`config.mk`:
```
export PLATFORM = sky130hd
export DESIGN_NAME = ip_address_text_classifier_flat
export DESIGN_NICKNAME = d
export VERILOG_FILES = /design/src/design/iatc_pkg.sv /design/src/design/iatc_in_if.sv /design/src/design/iatc_out_if.sv /design/src/design/ip_address_text_classifier.sv /design/src/design/iatc_front.sv /design/src/design/iatc_fifo.sv /design/src/design/iatc_back.sv /design/src/flat_wrapper.sv
export SDC_FILE = /design/constraint.sdc
export NUM_CORES = 1
export LEC_CHECK = 0
export BUFFER_PORTS_ARGS = -buffer_cell sky130_fd_sc_hd__buf_2
export CORE_UTILIZATION = 65
export CTS_CLUSTER_SIZE = 40
export DETAILED_ROUTE_END_ITERATION = 10
export PLACE_DENSITY = 0.91
export SYNTH_ARGS = -nofsm -noshare
export SYNTH_HDL_FRONTEND = slang
export SYNTH_SLANG_ARGS = --single-unit
```
`constraint.sdc`:
```
create_clock -name clk_i -period 4.97 [get_ports clk_i]
set_input_delay 0.497 -clock clk_i [delete_from_list [all_inputs] [get_ports clk_i]]
set_output_delay 0.497 -clock clk_i [all_outputs]
set_load 0.02 [all_outputs]
```
`src/design/iatc_pkg.sv`:
```
// ----------------------------------------------------------------------------
// iatc_pkg
// Shared types and constants of the address text classifier: character
// classes, result codes, the token passed from front to back, and limits.
// ----------------------------------------------------------------------------
`default_nettype none

package iatc_pkg;

  // character class decided by the front end
  typedef enum logic [2:0] {
    CC_OTHER     = 3'd0,
    CC_DEC       = 3'd1,
    CC_HEX_ALPHA = 3'd2,
    CC_DOT       = 3'd3,
    CC_COLON     = 3'd4
  } char_cls_e;

  // result codes
  typedef enum logic [1:0] {
    AC_NONE = 2'd0,
    AC_V4   = 2'd1,
    AC_V6   = 2'd2
  } addr_class_e;

  // one classified character on its way to the back end
  typedef struct packed {
    char_cls_e  cls;
    logic [3:0] digit;
    logic       has_char;
    logic       last;
  } token_t;

  // character codes
  localparam logic [7:0] CH_DOT   = 8'h2E;
  localparam logic [7:0] CH_COLON = 8'h3A;
  localparam logic [7:0] CH_ZERO  = 8'h30;
  localparam logic [7:0] CH_NINE  = 8'h39;
  localparam logic [7:0] CH_LA    = 8'h61;
  localparam logic [7:0] CH_LF    = 8'h66;
  localparam logic [7:0] CH_UA    = 8'h41;
  localparam logic [7:0] CH_UF    = 8'h46;

  // dotted decimal limits
  localparam logic [8:0] V4_MAX      = 9'd255;
  localparam logic [8:0] V4_SAT      = 9'd256;
  localparam logic [2:0] V4_DOTS     = 3'd3;
  localparam logic [2:0] V4_DOT_SAT  = 3'd4;
  localparam logic [2:0] V4_LEN_SAT  = 3'd7;

  // colon hex limits
  localparam logic [3:0] V6_COLONS    = 4'd7;
  localparam logic [3:0] V6_COLON_SAT = 4'd8;
  localparam logic [2:0] V6_LEN_MAX   = 3'd4;
  localparam logic [2:0] V6_LEN_SAT   = 3'd5;

endpackage

`default_nettype wire

```
`src/design/iatc_in_if.sv`:
```
// ----------------------------------------------------------------------------
// iatc_in_if
// Character channel: one byte of the address string per transfer.
// ----------------------------------------------------------------------------
`default_nettype none

interface iatc_in_if;
  logic       valid;
  logic       ready;
  logic [7:0] char_code;
  logic       has_char;
  logic       last;

  modport source (output valid, output char_code, output has_char, output last,
                  input ready);
  modport sink   (input valid, input char_code, input has_char, input last,
                  output ready);
endinterface

`default_nettype wire

```
`src/design/iatc_out_if.sv`:
```
// ----------------------------------------------------------------------------
// iatc_out_if
// Result channel: one address class per transfer.
// ----------------------------------------------------------------------------
`default_nettype none

interface iatc_out_if;
  logic       valid;
  logic       ready;
  logic [1:0] address_class;

  modport source (output valid, output address_class, input ready);
  modport sink   (input valid, input address_class, output ready);
endinterface

`default_nettype wire

```
`src/design/ip_address_text_classifier.sv`:
```
// ----------------------------------------------------------------------------
// ip_address_text_classifier
// Classifies an address string as dotted decimal IPv4, colon hex IPv6 or
// neither, one character per transfer.
// ----------------------------------------------------------------------------
// Usage
//   in_i  : one byte of the string per transfer; last marks the final byte.
//           has_char low with last high closes the string as it stands (an
//           empty string gives neither); has_char and last both low is
//           dropped.
//   res_o : one address_class per string, 0 neither, 1 IPv4, 2 IPv6.
//   Throughput: one character per cycle, sustained, strings back to back, while in_i.ready stays high.
//   Path:   the class of a string shows on res_o once the last byte's token
//           has passed the token queue and then the result register.
//   Stalls: while a result waits on res_o, characters of the next string
//           keep flowing through the back end; only the next last token
//           waits, and once the FifoDepth queue fills in_i.ready drops.
//   Reset: queue empty, no result pending, all check state at its start
//          values; in_i.ready is high from the first cycle after reset.
// ----------------------------------------------------------------------------
`default_nettype none

module ip_address_text_classifier #(
  parameter int FifoDepth = 2
) (
  input  wire logic  clk_i,
  input  wire logic  rst_ni,
  iatc_in_if.sink    in_i,
  iatc_out_if.source res_o
);
  import iatc_pkg::*;

  token_t wr_tok, rd_tok;
  logic   wr, full, rd, tok_valid;

  // classify and push
  iatc_front u_front (
    .in_i   (in_i),
    .full_i (full),
    .tok_o  (wr_tok),
    .wr_o   (wr)
  );

  // decoupling queue
  iatc_fifo #(
    .Depth (FifoDepth)
  ) u_fifo (
    .clk_i     (clk_i),
    .rst_ni    (rst_ni),
    .wr_i      (wr),
    .wr_data_i (wr_tok),
    .full_o    (full),
    .rd_i      (rd),
    .rd_data_o (rd_tok),
    .valid_o   (tok_valid)
  );

  // checks and result
  iatc_back u_back (
    .clk_i       (clk_i),
    .rst_ni      (rst_ni),
    .tok_i       (rd_tok),
    .tok_valid_i (tok_valid),
    .pop_o       (rd),
    .res_o       (res_o)
  );

  // a pushed token is visible to the back end on the next cycle
  assert property (@(posedge clk_i) disable iff (!rst_ni)
    wr |=> tok_valid)
    else $error("queued token not visible");

  // a popped last token always leaves a result waiting
  assert property (@(posedge clk_i) disable iff (!rst_ni)
    (rd && rd_tok.last) |=> res_o.valid)
    else $error("last token produced no result");

  // never pop an empty queue
  assert property (@(posedge clk_i) disable iff (!rst_ni)
    rd |-> tok_valid)
    else $error("pop from empty queue");

  // a new result only follows a popped last token
  assert property (@(posedge clk_i) disable iff (!rst_ni)
    $rose(res_o.valid) |-> $past(rd && rd_tok.last))
    else $error("result without last token");

endmodule

`default_nettype wire

```
`src/design/iatc_front.sv`:
```
// ----------------------------------------------------------------------------
// iatc_front
// Accepts characters and classifies them into tokens for the queue. Items
// with no character and no last flag carry nothing and are dropped here.
// ----------------------------------------------------------------------------
`default_nettype none

module iatc_front (
  iatc_in_if.sink          in_i,
  input  wire logic        full_i,
  output iatc_pkg::token_t tok_o,
  output logic             wr_o
);
  import iatc_pkg::*;

  logic is_dec, is_alpha;

  // accept whenever the queue has room
  assign in_i.ready = !full_i;
  assign wr_o       = in_i.valid && !full_i && (in_i.has_char || in_i.last);

  // character classification
  assign is_dec   = (in_i.char_code >= CH_ZERO) && (in_i.char_code <= CH_NINE);
  assign is_alpha = ((in_i.char_code >= CH_LA) && (in_i.char_code <= CH_LF)) ||
                    ((in_i.char_code >= CH_UA) && (in_i.char_code <= CH_UF));

  always_comb begin
    tok_o.has_char = in_i.has_char;
    tok_o.last     = in_i.last;
    // decimal digit value is the low nibble of its code
    tok_o.digit    = in_i.char_code[3:0];
    priority if (in_i.char_code == CH_DOT) begin
      tok_o.cls = CC_DOT;
    end else if (in_i.char_code == CH_COLON) begin
      tok_o.cls = CC_COLON;
    end else if (is_dec) begin
      tok_o.cls = CC_DEC;
    end else if (is_alpha) begin
      tok_o.cls = CC_HEX_ALPHA;
    end else begin
      tok_o.cls = CC_OTHER;
    end
  end

endmodule

`default_nettype wire

```
`src/design/iatc_fifo.sv`:
```
// ----------------------------------------------------------------------------
// iatc_fifo
// Short token queue between front and back; first word shows on the output.
// ----------------------------------------------------------------------------
`default_nettype none

module iatc_fifo #(
  parameter int Depth = 2
) (
  input  wire logic             clk_i,
  input  wire logic             rst_ni,
  input  wire logic             wr_i,
  input  wire iatc_pkg::token_t wr_data_i,
  output logic                  full_o,
  input  wire logic             rd_i,
  output iatc_pkg::token_t      rd_data_o,
  output logic                  valid_o
);
  import iatc_pkg::*;

  localparam int PtrW = (Depth > 1) ? $clog2(Depth) : 1;
  localparam int CntW = $clog2(Depth + 1);
  localparam logic [PtrW-1:0] LastPtr = PtrW'(Depth - 1);
  localparam logic [CntW-1:0] FullCnt = CntW'(Depth);

  token_t          mem_q [Depth];
  logic [PtrW-1:0] wr_ptr_q, wr_ptr_d, rd_ptr_q, rd_ptr_d;
  logic [CntW-1:0] count_q, count_d;

  assign full_o    = (count_q == FullCnt);
  assign valid_o   = (count_q != '0);
  assign rd_data_o = mem_q[rd_ptr_q];

  // pointer and fill count update
  always_comb begin
    wr_ptr_d = wr_ptr_q;
    rd_ptr_d = rd_ptr_q;
    count_d  = count_q;
    if (wr_i) begin
      wr_ptr_d = (wr_ptr_q == LastPtr) ? '0 : wr_ptr_q + 1'b1;
    end
    if (rd_i) begin
      rd_ptr_d = (rd_ptr_q == LastPtr) ? '0 : rd_ptr_q + 1'b1;
    end
    if (wr_i && !rd_i) begin
      count_d = count_q + 1'b1;
    end else if (!wr_i && rd_i) begin
      count_d = count_q - 1'b1;
    end
  end

  always_ff @(posedge clk_i or negedge rst_ni) begin
    if (!rst_ni) begin
      wr_ptr_q <= '0;
      rd_ptr_q <= '0;
      count_q  <= '0;
    end else begin
      wr_ptr_q <= wr_ptr_d;
      rd_ptr_q <= rd_ptr_d;
      count_q  <= count_d;
    end
  end

  // storage
  always_ff @(posedge clk_i) begin
    if (wr_i) begin
      mem_q[wr_ptr_q] <= wr_data_i;
    end
  end

endmodule

`default_nettype wire

```
`src/design/iatc_back.sv`:
```
// ----------------------------------------------------------------------------
// iatc_back
// Runs the dotted decimal and colon hex checks on each token and registers
// the class when the last token of a string goes through.
// ----------------------------------------------------------------------------
`default_nettype none

module iatc_back (
  input  wire logic             clk_i,
  input  wire logic             rst_ni,
  input  wire iatc_pkg::token_t tok_i,
  input  wire logic             tok_valid_i,
  output logic                  pop_o,
  iatc_out_if.source            res_o
);
  import iatc_pkg::*;

  logic        v4_ok_q, v4_ok_d;
  logic [2:0]  v4_dot_cnt_q, v4_dot_cnt_d;
  logic [2:0]  v4_len_q, v4_len_d;
  logic [8:0]  v4_val_q, v4_val_d;
  logic        v4_lz_q, v4_lz_d;
  logic        v6_ok_q, v6_ok_d;
  logic [3:0]  v6_colon_cnt_q, v6_colon_cnt_d;
  logic [2:0]  v6_len_q, v6_len_d;
  logic [12:0] v4_mul;
  logic        is_v4, is_v6, last_pop;
  logic        res_valid_q, res_valid_d;
  addr_class_e res_class_q, res_class_d;

  // take a token unless it is a last token while a finished result still waits untaken
  assign pop_o    = tok_valid_i && (!tok_i.last || !res_valid_q || res_o.ready);
  assign last_pop = pop_o && tok_i.last;

  // field value times ten plus digit
  assign v4_mul = {1'b0, v4_val_q, 3'b000} + {3'b000, v4_val_q, 1'b0} +
                  {9'd0, tok_i.digit};

  // dotted decimal check
  always_comb begin
    v4_ok_d      = v4_ok_q;
    v4_dot_cnt_d = v4_dot_cnt_q;
    v4_len_d     = v4_len_q;
    v4_val_d     = v4_val_q;
    v4_lz_d      = v4_lz_q;
    if (tok_i.has_char) begin
      unique case (tok_i.cls)
        CC_DOT: begin
          if ((v4_len_q == '0) || (v4_val_q > V4_MAX) ||
              (v4_dot_cnt_q >= V4_DOTS)) begin
            v4_ok_d = 1'b0;
          end
          if (v4_dot_cnt_q < V4_DOT_SAT) begin
            v4_dot_cnt_d = v4_dot_cnt_q + 1'b1;
          end
          v4_len_d = '0;
          v4_val_d = '0;
          v4_lz_d  = 1'b0;
        end
        CC_DEC: begin
          if (v4_lz_q) begin
            v4_ok_d = 1'b0;
          end
          if ((v4_len_q == '0) && (tok_i.digit == '0)) begin
            v4_lz_d = 1'b1;
          end
          v4_val_d = (v4_mul > {4'd0, V4_SAT}) ? V4_SAT : v4_mul[8:0];
          if (v4_len_q < V4_LEN_SAT) begin
            v4_len_d = v4_len_q + 1'b1;
          end
        end
        default: begin
          v4_ok_d = 1'b0;
        end
      endcase
    end
  end

  // colon hex check
  always_comb begin
    v6_ok_d        = v6_ok_q;
    v6_colon_cnt_d = v6_colon_cnt_q;
    v6_len_d       = v6_len_q;
    if (tok_i.has_char) begin
      unique case (tok_i.cls)
        CC_COLON: begin
          if ((v6_len_q == '0) || (v6_len_q > V6_LEN_MAX) ||
              (v6_colon_cnt_q >= V6_COLONS)) begin
            v6_ok_d = 1'b0;
          end
          if (v6_colon_cnt_q < V6_COLON_SAT) begin
            v6_colon_cnt_d = v6_colon_cnt_q + 1'b1;
          end
          v6_len_d = '0;
        end
        CC_DEC, CC_HEX_ALPHA: begin
          if (v6_len_q < V6_LEN_SAT) begin
            v6_len_d = v6_len_q + 1'b1;
          end
        end
        default: begin
          v6_ok_d = 1'b0;
        end
      endcase
    end
  end

  // final verdict from the updated state
  assign is_v4 = v4_ok_d && (v4_dot_cnt_d == V4_DOTS) && (v4_len_d != '0) &&
                 (v4_val_d <= V4_MAX);
  assign is_v6 = v6_ok_d && (v6_colon_cnt_d == V6_COLONS) && (v6_len_d != '0) &&
                 (v6_len_d <= V6_LEN_MAX);

  // result register
  always_comb begin
    res_valid_d = res_valid_q;
    res_class_d = res_class_q;
    if (last_pop) begin
      res_valid_d = 1'b1;
      priority if (is_v4) begin
        res_class_d = AC_V4;
      end else if (is_v6) begin
        res_class_d = AC_V6;
      end else begin
        res_class_d = AC_NONE;
      end
    end else if (res_o.ready) begin
      res_valid_d = 1'b0;
    end
  end

  assign res_o.valid         = res_valid_q;
  assign res_o.address_class = res_class_q;

  // check state, back to reset after each string
  always_ff @(posedge clk_i or negedge rst_ni) begin
    if (!rst_ni) begin
      v4_ok_q        <= 1'b1;
      v4_dot_cnt_q   <= '0;
      v4_len_q       <= '0;
      v4_val_q       <= '0;
      v4_lz_q        <= 1'b0;
      v6_ok_q        <= 1'b1;
      v6_colon_cnt_q <= '0;
      v6_len_q       <= '0;
      res_valid_q    <= 1'b0;
    end else begin
      res_valid_q <= res_valid_d;
      if (last_pop) begin
        v4_ok_q        <= 1'b1;
        v4_dot_cnt_q   <= '0;
        v4_len_q       <= '0;
        v4_val_q       <= '0;
        v4_lz_q        <= 1'b0;
        v6_ok_q        <= 1'b1;
        v6_colon_cnt_q <= '0;
        v6_len_q       <= '0;
      end else if (pop_o) begin
        v4_ok_q        <= v4_ok_d;
        v4_dot_cnt_q   <= v4_dot_cnt_d;
        v4_len_q       <= v4_len_d;
        v4_val_q       <= v4_val_d;
        v4_lz_q        <= v4_lz_d;
        v6_ok_q        <= v6_ok_d;
        v6_colon_cnt_q <= v6_colon_cnt_d;
        v6_len_q       <= v6_len_d;
      end
    end
  end

  // result payload
  always_ff @(posedge clk_i) begin
    res_class_q <= res_class_d;
  end

endmodule

`default_nettype wire

```
`src/flat_wrapper.sv`:
```
// flat-port wrapper written by rule: the top's interface ports become plain ports
module ip_address_text_classifier_flat import iatc_pkg::*;
#(
  parameter int FifoDepth = 2
)
  (clk_i, rst_ni, in_i_valid, in_i_char_code, in_i_has_char, in_i_last, in_i_ready, res_o_valid, res_o_address_class, res_o_ready);
  iatc_in_if in_i_i ();
  iatc_out_if res_o_i ();
  input  wire logic clk_i;
  input  wire logic rst_ni;
  input wire logic [$bits(in_i_i.valid)-1:0] in_i_valid;
  input wire logic [$bits(in_i_i.char_code)-1:0] in_i_char_code;
  input wire logic [$bits(in_i_i.has_char)-1:0] in_i_has_char;
  input wire logic [$bits(in_i_i.last)-1:0] in_i_last;
  output wire logic [$bits(in_i_i.ready)-1:0] in_i_ready;
  output wire logic [$bits(res_o_i.valid)-1:0] res_o_valid;
  output wire logic [$bits(res_o_i.address_class)-1:0] res_o_address_class;
  input wire logic [$bits(res_o_i.ready)-1:0] res_o_ready;
  assign in_i_i.valid = in_i_valid;
  assign in_i_i.char_code = in_i_char_code;
  assign in_i_i.has_char = in_i_has_char;
  assign in_i_i.last = in_i_last;
  assign in_i_ready = in_i_i.ready;
  assign res_o_valid = res_o_i.valid;
  assign res_o_address_class = res_o_i.address_class;
  assign res_o_i.ready = res_o_ready;
  ip_address_text_classifier #(.FifoDepth(FifoDepth)) u_core (.clk_i(clk_i), .rst_ni(rst_ni), .in_i(in_i_i), .res_o(res_o_i));
endmodule
```
==> impl_metrics.json, run 1 <==
{
  "outcome": "finished clean",
  "timing.slew.headroom": 0.463,
  "synth_xor_area_frac": 0.0400,
  "maxCapViolCount": 0,
  "die_area_mm2": 0.00535,
  "clock-sinks": 50,
  "antenna_found_initial": 0,
  "grt_pass1_wl_um": 11600,
  "grt_pass1_vias": 2594,
  "synth_warnings": 0,
  "synth_seq_area_share": 0.412,
  "cts_setup_buffers": 0,
  "io_buffers": 17,
  "htreeDepth": 2,
  "wirelength_um": 6760,
  "synthArstFlopShare": 0.600,
  "synth_top_area_frac": 0.213,
  "grt-ovfl-total": 0,
  "most-common-layout-cells": "nand2_1, dfrtp_1, o21ai_0",
  "hold_path_class": "in2async",
  "routed-via-count": 2618,
  "dp_cells": 405,
  "p_leak_uw": 0.00152,
  "crit_fanout": 4,
  "clk_path_buf_depth": 2,
  "fin_nets": 385,
  "cp-end-kind": "register",
  "root_buffer": "clkbuf_8",
  "postSynthAreaPerCell_um2": 10.1,
  "start_util": 0.687,
  "regArea_mm2": 0.00135,
  "multi_input_area_mm2": 0.00183,
  "critPathRequiredTime_ns": 5.04,
  "fin_skew_ns": 0.00931,
  "syn_area_mm2": 0.00329,
  "fin_area_mm2": 0.00351,
  "path_clk_slew_ns": 0.10,
  "cts_buffers": 5,
  "drcViolationCount": 0,
  "tightest_slew_ns": 0.804,
  "final_cells": 413,
  "synth_simple_gate_area_frac": 0.145,
  "synth_top_family_by_area": "compound AO/OA/AOI/OAI gates",
  "timing.fmax_mhz": 296,
  "final_common_cell": "nand2_1",
  "place_congestion": 0.855,
  "grtUsageTotal": 0.283,
  "tns_ns": 0,
  "synth_fa_ha_area_frac": 0.110,
  "cts_tree": "done",
  "slew_viol_final": 0,
  "placed_cell_area_mm2": 0.00343,
  "clk_latency_ns": 0.31,
  "hold_viol": 0,
  "post-dp-hpwl_um": 5040,
  "via_per_inst": 6.34,
  "synth-compound-area-share": 0.206,
  "wl_per_cell_um": 16.4,
  "crit_type": "reg2reg",
  "peakVddDrop_v": 0.000326,
  "synth_mux_area_frac": 0.0544,
  "grt_max_degree": 31,
  "fin_crit_sh": 0.681,
  "post_cts_resize_count": 0,
  "placementRows": 25,
  "die-height_um": 73.1,
  "synth_cell_type_count": 68,
  "synthFlopType": "dfrtp_1",
  "fillers": 338,
  "crit_arrival_ns": 3.45,
  "yosysTopAreaCell": "dfrtp_1",
  "synth_edf_count": 20,
  "power-per-cell-area_mw_per_mm2": 439,
  "r2r_slack_ns": 1.59,
  "start_kind": "register",
  "hold_buffers": 0,
  "drive_gt1_frac": 0.127,
  "synth_area_leaders": "dfrtp_1, edfxtp_1, ha_1",
  "finalCriticalPeriod_ns": 3.38,
  "diodes": 0,
  "drt_iter0_drc": 207,
  "syn_nets": 366,
  "dr.pass1.iters": 5,
  "detail-route-antenna-nets": 0,
  "core_area_mm2": 0.00479,
  "syn_to_final_growth_pct": 6.89,
  "report.final.setup_viol": 0,
  "io_pins": 18,
  "rsz0062_at_grt": "false",
  "die_x_um": 73.1,
  "syn_inst": 326,
  "synth-seq-cells": 50
}
[where the power goes]
part / leakage [uW] / internal, uW / switching, uW
clock network: 0.0000432 / 96.9 / 137
logic: 0.000889 / 261 / 447
registers: 0.000587 / 525 / 75.7
total: 0.00152 / 882 / 660
[flip-flops by register name, indices dropped and copies added, names as in the netlist]
register	cells
u_core.u_fifo.mem_q	18
u_core.u_back.v4_val_q	9
u_core.u_back.v6_colon_cnt_q	4
u_core.u_back.v4_dot_cnt_q	3
u_core.u_back.v4_len_q	3
u_core.u_back.v6_len_q	3
u_core.u_back.res_o.address_class	2
u_core.u_fifo.count_q	2
u_core.u_back.res_o.valid	1
u_core.u_back.v4_lz_q	1
u_core.u_back.v4_ok_q	1
u_core.u_back.v6_ok_q	1
u_core.u_fifo.rd_ptr_q	1
u_core.u_fifo.wr_ptr_q	1
[final cells by class]
type / count / area share
multi-input combinational: 251 / 0.520
sequential: 50 / 0.385
timing repair buffer: 18 / 0.0264
tap: 67 / 0.0239
inverter: 19 / 0.0203
clock buffer: 5 / 0.0196
clock inverter: 3 / 0.00463
[path summary, 6_finish.rpt]
check                                                   start                                            endpoint  cells past startpoint
max                        u_core.u_fifo.rd_ptr_q$_DFFE_PN0P_  u_core.u_back.res_o.address_class[1]$_SDFFCE_PP0P_                     12
min                                                    rst_ni           u_core.u_back.v4_dot_cnt_q[0]$_DFFE_PN0N_                      1
max reg2reg                u_core.u_fifo.rd_ptr_q$_DFFE_PN0P_  u_core.u_back.res_o.address_class[1]$_SDFFCE_PP0P_                     12
min reg2reg                u_core.u_fifo.wr_ptr_q$_DFFE_PN0P_                  u_core.u_fifo.wr_ptr_q$_DFFE_PN0P_                      1
max in group asynchronous                              rst_ni               u_core.u_back.res_o.valid$_DFFE_PN0P_                      1
min in group clk_i                              in_i_has_char                 u_core.u_fifo.mem_q[1][1]$_DFFE_PP_                      1
[synth_stat cells, drive strengths merged (2+ instances only)]
master,instances
nand2,30
o21ai,29
dfrtp,28
nor2,26
ha,24
edfxtp,20
inv,19
a21oi,15
xor2,9
mux2i,8
nor4,8
mux2,7
nor3,7
a21o,6
o31ai,6
xnor2,6
a2111oi,4
nand2b,4
nor2b,4
o21a,4
o22ai,4
a31oi,3
a41oi,3
and2,3
buf,3
clkbuf,3
nand3b,3
nand4,3
o211ai,3
a211oi,2
a221oi,2
a22o,2
dfstp,2
fa,2
maj3,2
nand3,2
o2111a,2
o211a,2
[critical path, cell delays in order, from the launching register on]
cell and delay (ns):
dfrtp_1 0.43, mux2_2 0.37, ha_1 0.28, ha_1 0.18
inv_1 0.06, fa_1 0.41, nor2b_1 0.24, o2111ai_1 0.17
a21oi_1 0.19, o21ai_0 0.10, nor4_1 0.42, o211a_1 0.24
nor4_2 0.06
[metal layers]
metal | up-vias | track usage | wire length, um
met5 | - | 0 | 0
met1 | 1268 | 0.362 | 3000
li1 | 1263 | - | -
met3 | 9 | 0.0580 | 310
met2 | 78 | 0.479 | 3390
met4 | 0 | 0.0959 | 67
[kinds of logic after synthesis]
logic type | count (synthesis)
AO/OA/AOI/OAI | 97
adder cells (fa/ha/maj) | 28
AND/OR/NAND/NOR | 96
flip-flops | 50
XOR/XNOR | 15
multiplexers | 15
buffers and inverters | 25
[stage by stage]
step	setup slack, ns	hold slack (ns)	utilization	total power [uW]
final	1.59	0.245	0.734	1540
after global routing	1.28	0.285	0.734	1640
after CTS	1.59	0.265	0.734	1530
after detailed placement	1.60	0.484	0.716	1300
after global placement	1.73	0.473	0.716	1270
after floorplan	1.62	0.201	-	1140
No activity file was read; power rests on OpenSTA's default activity.
==> inputs of run 2 (changes only) <==
- ABC_AREA: unset -> 1
- CORE_UTILIZATION: 65 -> 56
- PLACE_DENSITY: 0.91 -> 0.84
- clock period: 4.97 -> 2.9 ns (I/O delays scaled with it)
==> run 2 against run 1 <==
Effect of this change:
- sequential cell count is the same
- sequential power is 80% higher
- first-iteration DRC count increased by 6.3%
- final area is 14% higher
- die area up 28%
- synthesized cell count is 54% higher
- hold slack got worse by 0.22 ns
- sequential share of layout area fell by 4.8 points
- critical path type unchanged
- critical endpoint is now u_core.u_back.v4_val_q[1]$_DFFE_PN0N_
- largest power group unchanged
==> impl_metrics.json, run 2 <==
{
  "synthArstFlopShare": 0.600,
  "top_usage_layer": "met2",
  "drive_gt1_frac": 0.149,
  "timing.slew.headroom": 0.498,
  "critPathRequiredTime_ns": 3.15,
  "grt_pass1_wl_um": 13000,
  "peakVddDrop_v": 0.000698,
  "final_cells": 608,
  "drcViolationCount": 0,
  "start_kind": "register",
  "synth_area_leaders": "dfrtp_1, edfxtp_1, nand2_1",
  "drt_iter0_drc": 220,
  "io_pins": 18,
  "met1_usage": 0.325,
  "tightest_slew_ns": 0.751,
  "slew_viol_final": 0,
  "gr-usage-met3": 0.0330,
  "syn_area_mm2": 0.00364,
  "rr_worst_depth": 15,
  "start_util": 0.577,
  "post-dp-hpwl_um": 5990,
  "syn_nets": 542,
  "path_clk_slew_ns": 0.10,
  "die_area_mm2": 0.00683,
  "p_switching_uw": 1870,
  "synth_top_area_frac": 0.192,
  "swShare": 0.496,
  "maxCapViolCount": 0,
  "most-common-layout-cells": "nand2_1, inv_1, nor2_1",
  "intPower_uw": 1910,
  "diodes": 0,
  "grt_pass1_vias": 2921,
  "crit_type": "reg2reg",
  "die_x_um": 82.6,
  "grt_max_degree": 31,
  "crit_arrival_ns": 3.01,
  "clk_path_buf_depth": 2,
  "fin_skew_ns": 0.00711,
  "crit_top_cell": "nand2_1",
  "slowest_delay_ns": 0.55,
  "comb_power_share": 0.597,
  "routed-via-count": 3272,
  "io_buffers": 17,
  "die-height_um": 82.6,
  "fin_crit_sh": 0.954,
  "rsz0062_at_grt": "true",
  "htreeDepth": 2,
  "p_seq_frac": 0.286,
  "yosysMostFrequentCell": "nand2_1",
  "root_buffer": "clkbuf_8",
  "clock-sinks": 50,
  "yosysTopAreaCell": "dfrtp_1",
  "clk_latency_ns": 0.31,
  "outcome": "finished clean",
  "report.final.setup_viol": 0,
  "cp-end-kind": "register",
  "p_leak_uw": 0.00210,
  "syn_to_final_growth_pct": 10.4,
  "reg.largest.list": "u_core.u_fifo.mem_q x18, u_core.u_back.v4_val_q x9, u_core.u_back.v6_colon_cnt_q x4",
  "synth_cell_type_count": 39,
  "grtUsageMet2": 0.445,
  "clkPwrFrac": 0.117,
  "place_congestion": 0.901,
  "grt-ovfl-total": 0,
  "postSynthAreaPerCell_um2": 7.25,
  "cts_tree": "done",
  "place_ws_ns": 0.00846,
  "dr.pass1.iters": 5,
  "fin_nets": 570,
  "via_per_inst": 5.38,
  "synth_edf_count": 20,
  "synth_seq_area_share": 0.372,
  "antenna_found_initial": 0,
  "netlist_top_cells_count": "nand2_1, inv_1, nor2_1",
  "placementRows": 29,
  "wl_per_cell_um": 13.2,
  "detail-route-antenna-nets": 0,
  "power_uw": 3780,
  "hold_path_class": "in2async",
  "hold_viol": 0,
  "synth_warnings": 0,
  "final_common_cell": "nand2_1",
  "regMostFlops": "u_core.u_fifo.mem_q",
  "core_area_mm2": 0.00631,
  "cp_slowest_cell": "fa_2",
  "path_cells": "mux2i_2, fa_1, fa_2, nand2_1, nor2_1, nand2_1, nor2_1, nand2_1, nor2_1, nand2_1, nand2_4, nand3_1, nand2_1, nand2_1, nand2_1",
  "grtUsageTotal": 0.252,
  "syn_inst": 502,
  "fin_ws_ns": 0.134,
  "finalCriticalPeriod_ns": 2.77,
  "cts_buffers": 5,
  "wirelength_um": 8040,
  "power-per-cell-area_mw_per_mm2": 940,
  "synth-seq-cells": 50,
  "crit_fanout": 8,
  "timing.fmax_mhz": 362,
  "dp_cells": 598,
  "tns_ns": 0,
  "synthFlopType": "dfrtp_1",
  "largest_reg_flops": 18
}
run 2: cell count changes in the layout (fill, tap and decap cells not counted), moves of 6 or more:
cell,delta
a21o_1,-6
buf_4,+8
inv_1,+48
mux2i_1,-6
nand2_1,+128
nand2_2,+10
nand3_1,+31
nor2_1,+28
o21ai_0,-12
o31ai_1,-6
run 2: per-stage QoR:
step | util | area [um^2] | hold WS, ns
floorplan | - | 3640 | -0.00559
global placement | 0.610 | 3850 | 0.374
detailed placement | 0.610 | 3850 | 0.381
CTS | 0.625 | 3950 | 0.0411
global route | 0.637 | 4020 | 0.0775
finish | 0.637 | 4020 | 0.0221
run 2: routing by layer:
metal	part of all wire	vias to the layer above
met5	0	-
met4	0.0073	0
met3	0.033	8
met2	0.51	76
met1	0.45	1518
li1	-	1670
run 2: worst paths after layout:
check / endpoint / slack, ns / startpoint
max in group asynchronous: u_core.u_fifo.rd_ptr_q$_DFFE_PN0P_ / 2.38 / rst_ni
min in group clk_i: u_core.u_back.res_o.valid$_DFFE_PN0P_ / 0.16 / res_o_ready
max: u_core.u_back.v4_val_q[1]$_DFFE_PN0N_ / 0.13 / u_core.u_fifo.rd_ptr_q$_DFFE_PN0P_
min: u_core.u_fifo.wr_ptr_q$_DFFE_PN0P_ / 0.02 / rst_ni
min reg2reg: u_core.u_fifo.count_q[0]$_DFFE_PN0P_ / 0.49 / u_core.u_fifo.count_q[0]$_DFFE_PN0P_
max reg2reg: u_core.u_back.v4_val_q[1]$_DFFE_PN0N_ / 0.13 / u_core.u_fifo.rd_ptr_q$_DFFE_PN0P_
run 2: what timing repair did:
action                     4_1_cts  5_1_grt
setup endpoints to repair        0       11
setup buffers                    0        2
hold buffers                     0        0
gates resized for setup          0       14
run 2: layout make-up:
class	count	area, um^2
inverter	72	270
clock inverter	3	28.8
clock buffer	5	68.8
tap	77	96.3
multi-input combinational	375	2050
timing repair buffer	26	153
fill	569	2290
sequential	50	1360
run 2: worst max-delay path, delay by kind of cell, from the launching register on:
kind,cells,cell delay [ns]
flip-flops,1,0.45
AND/OR/NAND/NOR,12,0.92
multiplexers,1,0.28
adder cells (fa/ha/maj),2,1.04
run 2: power groups by stage:
stage | Clock [uW] | Sequential (uW) | Combinational, uW
detailed placement | 0 | 1090 | 2150
global route | 477 | 1100 | 2540
finish | 442 | 1080 | 2260
CTS | 449 | 1070 | 2160
floorplan | 0 | 1070 | 1630
global placement | 0 | 1080 | 2080
run 2: kinds of logic (layout without fill, tap and decap cells):
| family | Yosys count | in the layout | synth area share |
|---|---|---|---|
| compound gates | 50 | 50 | 0.0842 |
| flops | 50 | 50 | 0.372 |
| fa+ha+maj | 26 | 26 | 0.0935 |
| xor+xnor | 10 | 10 | 0.0241 |
| simple gates | 288 | 288 | 0.343 |
| buf+inv | 77 | 106 | 0.0808 |
| mux | 1 | 1 | 0.00275 |
==> inputs of run 3 (changes only) <==
- CAP_MARGIN: unset -> 40
- MAX_ROUTING_LAYER: unset -> met4
==> run 3 against run 2 <==
Effect of this change:
- sequential share of layout area fell by 0.32 points
- register-to-register slack got worse by 0.03 ns
- fmax shrank 1.2%
- largest power group unchanged
- hold slack lost 0.0095 ns
- non-clock buffer count decreased by 2
- sequential power about the same
==> impl_metrics.json, run 3 (synthesis results as in run 2) <==
{
  "outcome": "finished clean",
  "clk_latency_ns": 0.31,
  "diodes": 0,
  "final_common_cell": "nand2_1",
  "intPower_uw": 2010,
  "swShare": 0.485,
  "cts_buffers": 5,
  "largest_reg_flops": 18,
  "rr_worst_depth": 15,
  "power-per-cell-area_mw_per_mm2": 959,
  "dr.pass1.iters": 5,
  "fin_ws_ns": 0.102,
  "fin_area_mm2": 0.00406,
  "fin_crit_sh": 0.965,
  "hold_buffers": 0,
  "io_pins": 18,
  "drive_gt1_frac": 0.153,
  "cp-end-kind": "register",
  "power_uw": 3890,
  "p_seq_frac": 0.278,
  "place_congestion": 0.919,
  "die-height_um": 82.6,
  "hold_viol": 0,
  "grt_pass1_wl_um": 13400,
  "start_util": 0.577,
  "most-common-layout-cells": "nand2_1, inv_1, nor2_1",
  "placementRows": 29,
  "core_area_mm2": 0.00631,
  "r2r_slack_ns": 0.10,
  "cts_tree": "done",
  "maxCapViolCount": 0,
  "rsz0062_at_grt": "true",
  "detail-route-antenna-nets": 0,
  "met1_usage": 0.333,
  "crit_fanout": 6,
  "p_leak_uw": 0.00210,
  "peakVddDrop_v": 0.000667,
  "place_ws_ns": -0.0566,
  "hold_path_class": "in2async",
  "r2r_end": "u_core.u_back.res_o.address_class[1]$_SDFFCE_PP0P_",
  "antenna_found_initial": 0,
  "slowest_delay_ns": 0.53,
  "wirelength_um": 8150,
  "grtUsageMet2": 0.446,
  "timing.fmax_mhz": 357,
  "reg.largest.list": "u_core.u_fifo.mem_q x18, u_core.u_back.v4_val_q x9, u_core.u_back.v6_colon_cnt_q x4",
  "path_clk_slew_ns": 0.10,
  "regMostFlops": "u_core.u_fifo.mem_q",
  "fin_util": 0.643,
  "path_cells": "mux2i_4, fa_1, fa_2, inv_1, nand2_1, nand2_1, nand3_2, nand3_2, nand3_1, nor2_1, nand3_1, nand2_1, nand2_1, nor2_2, nor2_1",
  "gr-usage-met3": 0.0440,
  "via_per_inst": 5.51,
  "drt_iter0_drc": 170,
  "post-dp-hpwl_um": 5850,
  "p_switching_uw": 1890,
  "comb_power_share": 0.589,
  "start_kind": "register",
  "crit_type": "reg2reg",
  "crit_top_cell": "nand2_1",
  "cp_num_cells": 15,
  "tightest_slew_ns": 0.769,
  "top_usage_layer": "met2",
  "cp_slowest_cell": "fa_1",
  "crit_family": "adder cells",
  "slew_viol_final": 0,
  "dp_cells": 598,
  "grt_pass1_vias": 3059,
  "grt-ovfl-total": 0,
  "startpoint": "u_core.u_fifo.rd_ptr_q$_DFFE_PN0P_",
  "routed-via-count": 3340,
  "fin_nets": 568,
  "cts_setup_buffers": 0,
  "wl_per_cell_um": 13.4,
  "final_cells": 606,
  "critPathRequiredTime_ns": 2.97,
  "io_buffers": 17,
  "finalCriticalPeriod_ns": 2.80,
  "grt_max_degree": 31,
  "htreeDepth": 2,
  "grtUsageTotal": 0.267,
  "reg2reg_from": "u_core.u_fifo.rd_ptr_q$_DFFE_PN0P_",
  "timing.slew.headroom": 0.486,
  "die_x_um": 82.6,
  "report.final.setup_viol": 0,
  "die_area_mm2": 0.00683,
  "clk_path_buf_depth": 2,
  "clock-sinks": 50,
  "fin_skew_ns": 0.00983,
  "worst-path-buf-inv": 1,
  "drcViolationCount": 0,
  "clkPwrFrac": 0.133,
  "placed_cell_area_mm2": 0.00385,
  "root_buffer": "clkbuf_8",
  "syn_to_final_growth_pct": 11.5,
  "endpoint": "u_core.u_back.res_o.address_class[1]$_SDFFCE_PP0P_",
  "crit_arrival_ns": 2.87
}
## run 3: layout make-up
type | instances | area, um^2
Clock buffer | 5 | 68.8
Clock inverter | 3 | 48.8
Fill cell | 561 | 2250
Inverter | 72 | 270
Multi-Input combinational cell | 375 | 2080
Sequential cell | 50 | 1360
Tap cell | 77 | 96.3
Timing Repair Buffer | 24 | 138
## run 3: repair_timing
item,4_1_cts,5_1_grt
cloned,0,0
resized for setup,2,17
setup endpoints to repair,2,11
pin swaps,0,3
## run 3: layer usage
| layer | part of all wire | wire length (um) |
|---|---|---|
| met5 | 0 | 0 |
| met4 | 0.017 | 140 |
| met3 | 0.045 | 365 |
| met2 | 0.51 | 4140 |
| met1 | 0.43 | 3510 |
## run 3: stage by stage
step                      hold WS (ns)  setup TNS, ns
after detailed placement         0.378        -0.0566
after global placement           0.375              0
final                           0.0126              0
after floorplan               -0.00559              0
after CTS                       0.0334              0
after global routing            0.0616         -0.349
## run 3: worst min path at each step
stage	from	to	slack, ns
6_report	rst_ni	u_core.u_back.v6_len_q[2]$_DFFE_PN0N_	0.01
5_1_grt	rst_ni	u_core.u_fifo.wr_ptr_q$_DFFE_PN0P_	0.06
4_1_cts	rst_ni	u_core.u_back.v6_colon_cnt_q[1]$_DFFE_PN0N_	0.03
3_5_place_dp	rst_ni	u_core.u_back.v6_len_q[2]$_DFFE_PN0N_	0.38
3_3_place_gp	rst_ni	u_core.u_back.v6_len_q[2]$_DFFE_PN0N_	0.38
2_1_floorplan	rst_ni	u_core.u_back.res_o.valid$_DFFE_PN0P_	-0.006
## run 3: power by group through the flow
stage          Clock [uW]  Combinational (uW)  Sequential, uW
2_1_floorplan           0                1630            1070
3_5_place_dp            0                2150            1080
5_1_grt               546                2580            1110
6_report              517                2290            1080
4_1_cts               521                2180            1070
3_3_place_gp            0                2080            1080
